**src/sv/itrg_pkg.sv**
```systemverilog
// Shared types and constants for the interval timer rate generator.
package itrg_pkg;

  // Field widths of one transaction in each direction.
  localparam int unsigned OPCODE_W = 2;
  localparam int unsigned PORT_W   = 2;
  localparam int unsigned BYTE_W   = 8;
  localparam int unsigned COUNT_W  = 16;
  localparam int unsigned MASK_W   = 3;

  // Depth of each queue; a power of two, at least two.
  localparam int unsigned QUEUE_DEPTH = 2;

  // Bus opcodes.
  localparam logic [OPCODE_W-1:0] OPC_WRITE = 2'd0;
  localparam logic [OPCODE_W-1:0] OPC_READ  = 2'd1;
  localparam logic [OPCODE_W-1:0] OPC_TICK  = 2'd2;

  // The command port; the other ports are channel data ports.
  localparam logic [PORT_W-1:0] CMD_PORT = 2'd3;

  // Access codes in bits 5:4 of a command byte.
  localparam logic [1:0] ACC_LATCH = 2'd0;
  localparam logic [1:0] ACC_LOHI  = 2'd3;

  // Operation kinds handed from the decoder to the execution side.
  typedef enum logic [2:0] {
    OP_NONE,
    OP_LATCH,
    OP_MODE,
    OP_WRITE,
    OP_READ,
    OP_TICK
  } op_kind_e;

  typedef struct packed {
    logic [OPCODE_W-1:0] opcode;
    logic [PORT_W-1:0]   port;
    logic [BYTE_W-1:0]   write_data;
  } item_in_t;

  typedef struct packed {
    logic [BYTE_W-1:0] read_data;
    logic [MASK_W-1:0] pulse_mask;
  } item_out_t;

  typedef struct packed {
    op_kind_e          kind;
    logic [1:0]        ch;
    logic [BYTE_W-1:0] data;
  } op_t;

endpackage

```
**src/sv/interval_timer_rate_generator.sv**
```systemverilog
// Top level: decoder, operation queue, channel execution and result queue.
// A result passes through the operation queue and the result queue, both registered.
// Throughput: one transaction per cycle while neither queue is full; each queue
// holds two entries, and the execution stage retires one operation per cycle.
// Reset: rst_ni clears both queues, the live counts, latch flags, toggles and arm flags.
module interval_timer_rate_generator import itrg_pkg::*; #(
  parameter int unsigned NUM_CHANNELS = 3
) (
  input  logic      clk_i,
  input  logic      rst_ni,
  input  logic      push,
  output logic      full,
  input  item_in_t  in_item_i,
  output logic      empty,
  input  logic      pop,
  output item_out_t out_item_o
);

  op_t       op_dec, op_exe;
  item_out_t res;
  logic      op_empty, res_full, go;

  // Classify incoming transactions.
  itrg_front #(.NUM_CHANNELS(NUM_CHANNELS)) u_front (
    .item_i(in_item_i),
    .op_o  (op_dec)
  );

  // Operation queue between decoder and execution.
  itrg_fifo #(.item_t(op_t), .DEPTH(QUEUE_DEPTH)) u_op_q (
    .clk_i  (clk_i),
    .rst_ni (rst_ni),
    .push_i (push),
    .data_i (op_dec),
    .full_o (full),
    .pop_i  (go),
    .empty_o(op_empty),
    .data_o (op_exe)
  );

  // Execute when an operation waits and the result queue has room.
  assign go = !op_empty && !res_full;

  itrg_back #(.NUM_CHANNELS(NUM_CHANNELS)) u_back (
    .clk_i (clk_i),
    .rst_ni(rst_ni),
    .go_i  (go),
    .op_i  (op_exe),
    .res_o (res)
  );

  // Result queue toward the consumer.
  itrg_fifo #(.item_t(item_out_t), .DEPTH(QUEUE_DEPTH)) u_res_q (
    .clk_i  (clk_i),
    .rst_ni (rst_ni),
    .push_i (go),
    .data_i (res),
    .full_o (res_full),
    .pop_i  (pop),
    .empty_o(empty),
    .data_o (out_item_o)
  );

endmodule

```
**src/sv/itrg_fifo.sv**
```systemverilog
// Small synchronous queue with a registered entry array.
module itrg_fifo import itrg_pkg::*; #(
  parameter type         item_t = logic,
  parameter int unsigned DEPTH  = 2
) (
  input  logic  clk_i,
  input  logic  rst_ni,
  input  logic  push_i,
  input  item_t data_i,
  output logic  full_o,
  input  logic  pop_i,
  output logic  empty_o,
  output item_t data_o
);

  localparam int unsigned PTR_W = $clog2(DEPTH);

  item_t             mem_q [DEPTH];
  logic [PTR_W-1:0]  wr_ptr_q, rd_ptr_q;
  logic [PTR_W:0]    count_q, count_d;
  logic              do_push, do_pop;

  assign full_o  = (count_q == (PTR_W+1)'(DEPTH));
  assign empty_o = (count_q == '0);
  assign do_push = push_i && !full_o;
  assign do_pop  = pop_i && !empty_o;
  assign data_o  = mem_q[rd_ptr_q];

  // Occupancy follows the two handshakes.
  always_comb begin
    count_d = count_q;
    if (do_push && !do_pop) begin
      count_d = count_q + 1'b1;
    end else if (do_pop && !do_push) begin
      count_d = count_q - 1'b1;
    end
  end

  // Pointers and occupancy.
  always_ff @(posedge clk_i or negedge rst_ni) begin
    if (!rst_ni) begin
      wr_ptr_q <= '0;
      rd_ptr_q <= '0;
      count_q  <= '0;
    end else begin
      count_q <= count_d;
      if (do_push) begin
        wr_ptr_q <= wr_ptr_q + 1'b1;
      end
      if (do_pop) begin
        rd_ptr_q <= rd_ptr_q + 1'b1;
      end
    end
  end

  // Entry storage.
  always_ff @(posedge clk_i) begin
    if (do_push) begin
      mem_q[wr_ptr_q] <= data_i;
    end
  end

endmodule

```
**src/sv/itrg_front.sv**
```systemverilog
// Decoder that classifies each bus transaction into a timer operation.
module itrg_front import itrg_pkg::*; #(
  parameter int unsigned NUM_CHANNELS = 3
) (
  input  item_in_t item_i,
  output op_t      op_o
);

  logic [1:0] cmd_ch;
  logic [1:0] cmd_acc;

  assign cmd_ch  = item_i.write_data[7:6];
  assign cmd_acc = item_i.write_data[5:4];

  // Accesses to channels that are not built turn into no operation.
  always_comb begin
    op_o.kind = OP_NONE;
    op_o.ch   = item_i.port;
    op_o.data = item_i.write_data;
    unique case (item_i.opcode)
      OPC_WRITE: begin
        if (item_i.port == CMD_PORT) begin
          op_o.ch = cmd_ch;
          if (32'(cmd_ch) < NUM_CHANNELS) begin
            if (cmd_acc == ACC_LATCH) begin
              op_o.kind = OP_LATCH;
            end else if (cmd_acc == ACC_LOHI) begin
              op_o.kind = OP_MODE;
            end
          end
        end else if (32'(item_i.port) < NUM_CHANNELS) begin
          op_o.kind = OP_WRITE;
        end
      end
      OPC_READ: begin
        if (item_i.port != CMD_PORT && 32'(item_i.port) < NUM_CHANNELS) begin
          op_o.kind = OP_READ;
        end
      end
      OPC_TICK: begin
        op_o.kind = OP_TICK;
      end
      default: begin
        op_o.kind = OP_NONE;
      end
    endcase
  end

endmodule

```
**src/sv/itrg_back.sv**
```systemverilog
// Channel counters, byte access; one operation per cycle while go_i is set.
module itrg_back import itrg_pkg::*; #(
  parameter int unsigned NUM_CHANNELS = 3
) (
  input  logic      clk_i,
  input  logic      rst_ni,
  input  logic      go_i,
  input  op_t       op_i,
  output item_out_t res_o
);

  logic [BYTE_W-1:0]       rd_byte [NUM_CHANNELS];
  logic [NUM_CHANNELS-1:0] pulse;

  for (genvar c = 0; c < NUM_CHANNELS; c++) begin : g_ch
    logic [COUNT_W-1:0] reload_q, down_q, latched_q;
    logic [BYTE_W-1:0]  pend_q;
    logic               latch_valid_q, write_high_q, read_high_q, armed_q;
    logic               sel;
    logic [COUNT_W-1:0] read_val;

    assign sel      = go_i && (op_i.ch == 2'(c));
    assign read_val = latch_valid_q ? latched_q : down_q;

    // Byte returned on a data read of this channel.
    always_comb begin
      rd_byte[c] = '0;
      if (sel && op_i.kind == OP_READ) begin
        rd_byte[c] = read_high_q ? read_val[15:8] : read_val[7:0];
      end
    end

    // Reload flag on a tick when an armed count has reached one.
    assign pulse[c] = go_i && op_i.kind == OP_TICK && armed_q && (down_q == 16'd1);

    // Control flags and the live count.
    always_ff @(posedge clk_i or negedge rst_ni) begin
      if (!rst_ni) begin
        down_q        <= '0;
        latch_valid_q <= 1'b0;
        write_high_q  <= 1'b0;
        read_high_q   <= 1'b0;
        armed_q       <= 1'b0;
      end else if (go_i) begin
        case (op_i.kind)
          OP_LATCH: begin
            if (sel && !latch_valid_q) begin
              latch_valid_q <= 1'b1;
            end
          end
          OP_MODE: begin
            if (sel) begin
              armed_q       <= 1'b0;
              latch_valid_q <= 1'b0;
              write_high_q  <= 1'b0;
              read_high_q   <= 1'b0;
            end
          end
          OP_WRITE: begin
            if (sel) begin
              write_high_q <= !write_high_q;
              if (write_high_q) begin
                down_q  <= {op_i.data, pend_q};
                armed_q <= 1'b1;
              end
            end
          end
          OP_READ: begin
            if (sel) begin
              read_high_q <= !read_high_q;
              if (read_high_q) begin
                latch_valid_q <= 1'b0;
              end
            end
          end
          OP_TICK: begin
            if (armed_q) begin
              down_q <= (down_q == 16'd1) ? reload_q : down_q - 1'b1;
            end
          end
          default: begin
          end
        endcase
      end
    end

    // Held values, each read only after it has been written.
    always_ff @(posedge clk_i) begin
      if (sel && op_i.kind == OP_LATCH && !latch_valid_q) begin
        latched_q <= down_q;
      end
      if (sel && op_i.kind == OP_WRITE) begin
        if (write_high_q) begin
          reload_q <= {op_i.data, pend_q};
        end else begin
          pend_q <= op_i.data;
        end
      end
    end
  end

  // Merge the per-channel contributions into one result.
  always_comb begin
    res_o.read_data  = '0;
    res_o.pulse_mask = '0;
    for (int c = 0; c < NUM_CHANNELS; c++) begin
      res_o.read_data     = res_o.read_data | rd_byte[c];
      res_o.pulse_mask[c] = pulse[c];
    end
  end

endmodule
```
**config.mk**
```make
export PLATFORM = sky130hd
export DESIGN_NAME = interval_timer_rate_generator
export DESIGN_NICKNAME = d
export VERILOG_FILES = /design/src/sv/itrg_pkg.sv /design/src/sv/interval_timer_rate_generator.sv /design/src/sv/itrg_fifo.sv /design/src/sv/itrg_front.sv /design/src/sv/itrg_back.sv
export SDC_FILE = /design/constraint.sdc
export NUM_CORES = 1
export LEC_CHECK = 0
export BUFFER_PORTS_ARGS = -buffer_cell sky130_fd_sc_hd__buf_4
export CORE_UTILIZATION = 40
export DETAILED_ROUTE_END_ITERATION = 10
export GPL_ROUTABILITY_DRIVEN = 0
export PLACE_DENSITY_LB_ADDON = 0.15
export SLEW_MARGIN = 40
export SYNTH_ARGS = -nofsm -noshare
export SYNTH_HDL_FRONTEND = slang
export SYNTH_SLANG_ARGS = --single-unit
```
**constraint.sdc**
```tcl
create_clock -name clk_i -period 4.4 [get_ports clk_i]
set_clock_uncertainty 0.05 [all_clocks]
set_input_delay 0.66 -clock clk_i [delete_from_list [all_inputs] [get_ports clk_i]]
set_output_delay 0.66 -clock clk_i [all_outputs]
set_load 0.05 [all_outputs]
```
==> impl_metrics.toml <==
[clock_tree]
cts_tree = "done"
cts_repair_resize_count = 0
clkTransAtPathRegs_ps = 60
postCtsHoldBufs = 0
post-cts-setup-buffers = 0
cts-root-buf = "clkbuf_16"
htreeDepth = 1
insertion_delay_ps = 510
cts_buffer_depth = 3
cts_buffers = 25
clock_sinks = 236

[global_routing]
antenna_found_initial = 0
grt-ovfl-total = 0
grtUsageTotal = 0.196
first_global_vias = 7038
grt_pass1_wl_mm = 42.3
grt_max_degree = 69

[synthesis]
synthArstFlopShare = 0.288
netlist.area_leader.share = 0.459
ys_top_cells_by_count = "edfxtp_1, nand2_1, dfrtp_1"
ys_types = 77
netlist_area_um2 = 11000
synthSimpleGateAreaFrac = 0.119
ys_seq_area_frac = 0.614
synth_fp_nets = 862
synth.avg_cell_area_um2 = 13.1
synth_adder_area_share = 0.00911
synth.area.top_cells = "edfxtp_1, dfrtp_1, mux4_2"
yosys.area.top_type = "edfxtp_1"
ys_warn_count = 0
ys_ff_latch = 236
synth-edff-count = 168
synth_top_family_by_area = "compound AO/OA/AOI/OAI gates"
synth_compound_area_frac = 0.125
synthMostInstantiatedCell = "edfxtp_1"
syn_inst = 838
synth_xor_area_frac = 0.0287
muxShareOfSynthArea = 0.0766
synth_ff_type = "edfxtp_1"

[cells_and_area]
area_growth_pct = 12.1
layout.nets = 894
seqCellArea_um2 = 6750
multiInputGateArea_um2 = 3960
num_antenna_cells = 0
drive_above_1_share = 0.176
fillers = 2378
stdcell_count = 1229

[routing]
met2WireLength_mm = 12.1
routed_wl_mm = 27.0
vias = 7189
routed.top_layer = "met4"
drt_first_iter_violations = 629
dr.pass1.iters = 5
drtAntennaViolNets = 0
drc = 0
wl_per_cell_um = 22.0
dr_wl_met3_mm = 1.65
met1Wirelength_mm = 12.3
avgViaCountPerCell = 5.85

[worst_setup_path]
r2r_cells = 6
r2r-start = "u_op_q.rd_ptr_q"
cp-startpoint = "u_op_q.rd_ptr_q"
cp-end-kind = "flip-flop"
crit_arrival_ps = 3140
reg2reg_slack_ps = 1600
crit_required_ps = 4740
reg2reg_to = "u_back.g_ch[1].down_q[11]"
crit_path_start_kind = "flip-flop"
worst-path-max-fanout = 29
worstSetupPathType = "flip-flop to flip-flop"

[pwr]
p_int_mw = 5.40
clock_power_share = 0.221
leakagePower_nw = 4.30
combPwrFrac = 0.348
p_sw_frac = 0.381
ir_worst_vdd_mv = 0.297
p_seq_frac = 0.430
p_switching_mw = 3.33
powerDensity_nw_per_um2 = 708

[placed_design]
dp_hpwl_mm = 18.6
pre_cts_slack_ps = 1180
dp.cells = 1182
portBuffers = 28

[sta]
fin_crit_ps = 2800
finalCritPeriodShare = 0.637
final-setup-viol-count = 0
tns_ps = 0
fmax_mhz = 357
drv_slew = 0
worstMarginPinSlew_ps = 763
relSlewSlack = 0.491
rsz0062_at_grt = "false"
finalHoldViolations = 0
setup_ws_ps = 1600

[floorplan]
die-width_um = 168
die_h_um = 168
rows = 60
start_util = 0.408
core-area_um2 = 27000
die_area_um2 = 28100
ios = 29

[job]
cap_violations = 0

[status]
status = "finished clean"

[hold_path]
hold_class = "primary input to async pin"
cells by family after synthesis:
logic type	Yosys count
adders and majority gates	8
AOI/OAI and AO/OA	196
xor gates and xnor gates	36
muxes	51
DFF	236
and+or+nand+nor	249
buffers and inverters	62
placed cells by master (no fill, tap or decap), types with 9 or more instances in the layout:
cell	n
nand2_1	79
nand4_1	11
edfxtp_1	168
o22a_1	13
buf_4	50
nor2_1	51
a31oi_1	24
o31ai_1	9
clkbuf_16	25
mux2_2	22
o211ai_1	23
a21oi_1	33
nand3_1	14
o21ai_0	35
dfrtp_1	67
xnor2_1	20
inv_1	16
mux4_2	23
xor2_1	16
o221ai_1	9
cell type report:
class / instances / share of cell area
timing repair buffer: 51 / 0.0314
tap: 341 / 0.0346
inverter: 16 / 0.00488
sequential: 236 / 0.548
clock inverter: 12 / 0.00620
multi-input combinational: 540 / 0.321
clock buffer: 33 / 0.0540
state kept, by name, indices dropped and copies added, names as in the netlist, 3 cells and up:
name                       flops
u_back.g_ch.reload_q          48
u_back.g_ch.armed_q            3
u_op_q.mem_q                  26
u_back.g_ch.latch_valid_q      3
u_back.g_ch.down_q            48
u_back.g_ch.latched_q         48
u_back.g_ch.read_high_q        3
u_back.g_ch.pend_q            24
u_res_q.mem_q                 22
u_back.g_ch.write_high_q       3
critical path, stage by stage (launching register included):
cell and delay, ps:
dfrtp_2 680, nor2b_1 120, a32oi_1 510, o2111a_1 700, buf_4 320, nand2_1 90, o22a_1 180
through the flow:
stage                     hold WS (ps)  power (mW)  cell area [um^2]  utilization
after global routing               154        9.19             12300        0.457
after floorplan                    314        5.80             11000            -
after detailed placement           387        6.81             11500        0.429
final                              110        8.72             12300        0.457
after global placement             386        6.73             11500        0.428
after CTS                          147        8.77             12300        0.456
power groups by stage:
| stage | sequential (mW) | combinational, mW | clock (mW) |
|---|---|---|---|
| after detailed placement | 3.79 | 3.02 | 0 |
| after floorplan | 3.39 | 2.41 | 0 |
| final | 3.76 | 3.04 | 1.93 |
| after global routing | 3.85 | 3.28 | 2.06 |
| after CTS | 3.75 | 3.05 | 1.97 |
| after global placement | 3.74 | 2.98 | 0 |
layer usage:
| layer | vias up | track usage |
|---|---|---|
| met5 | - | 0 |
| met4 | 0 | 0.0714 |
| met3 | 44 | 0.0288 |
| met2 | 244 | 0.298 |
| met1 | 3584 | 0.285 |
| li1 | 3317 | - |
worst max path at each step:
stage,end,slack [ps],cells past startpoint
after floorplan,u_back.g_ch[1].reload_q[0],1320,7
after global placement,u_back.g_ch[0].down_q[0],1260,6
after detailed placement,u_back.g_ch[0].down_q[0],1180,6
after CTS,u_back.g_ch[0].down_q[0],1170,6
after global routing,u_back.g_ch[1].down_q[11],1450,6
final,u_back.g_ch[1].down_q[11],1600,6
(Power assumes the default switching activity.)
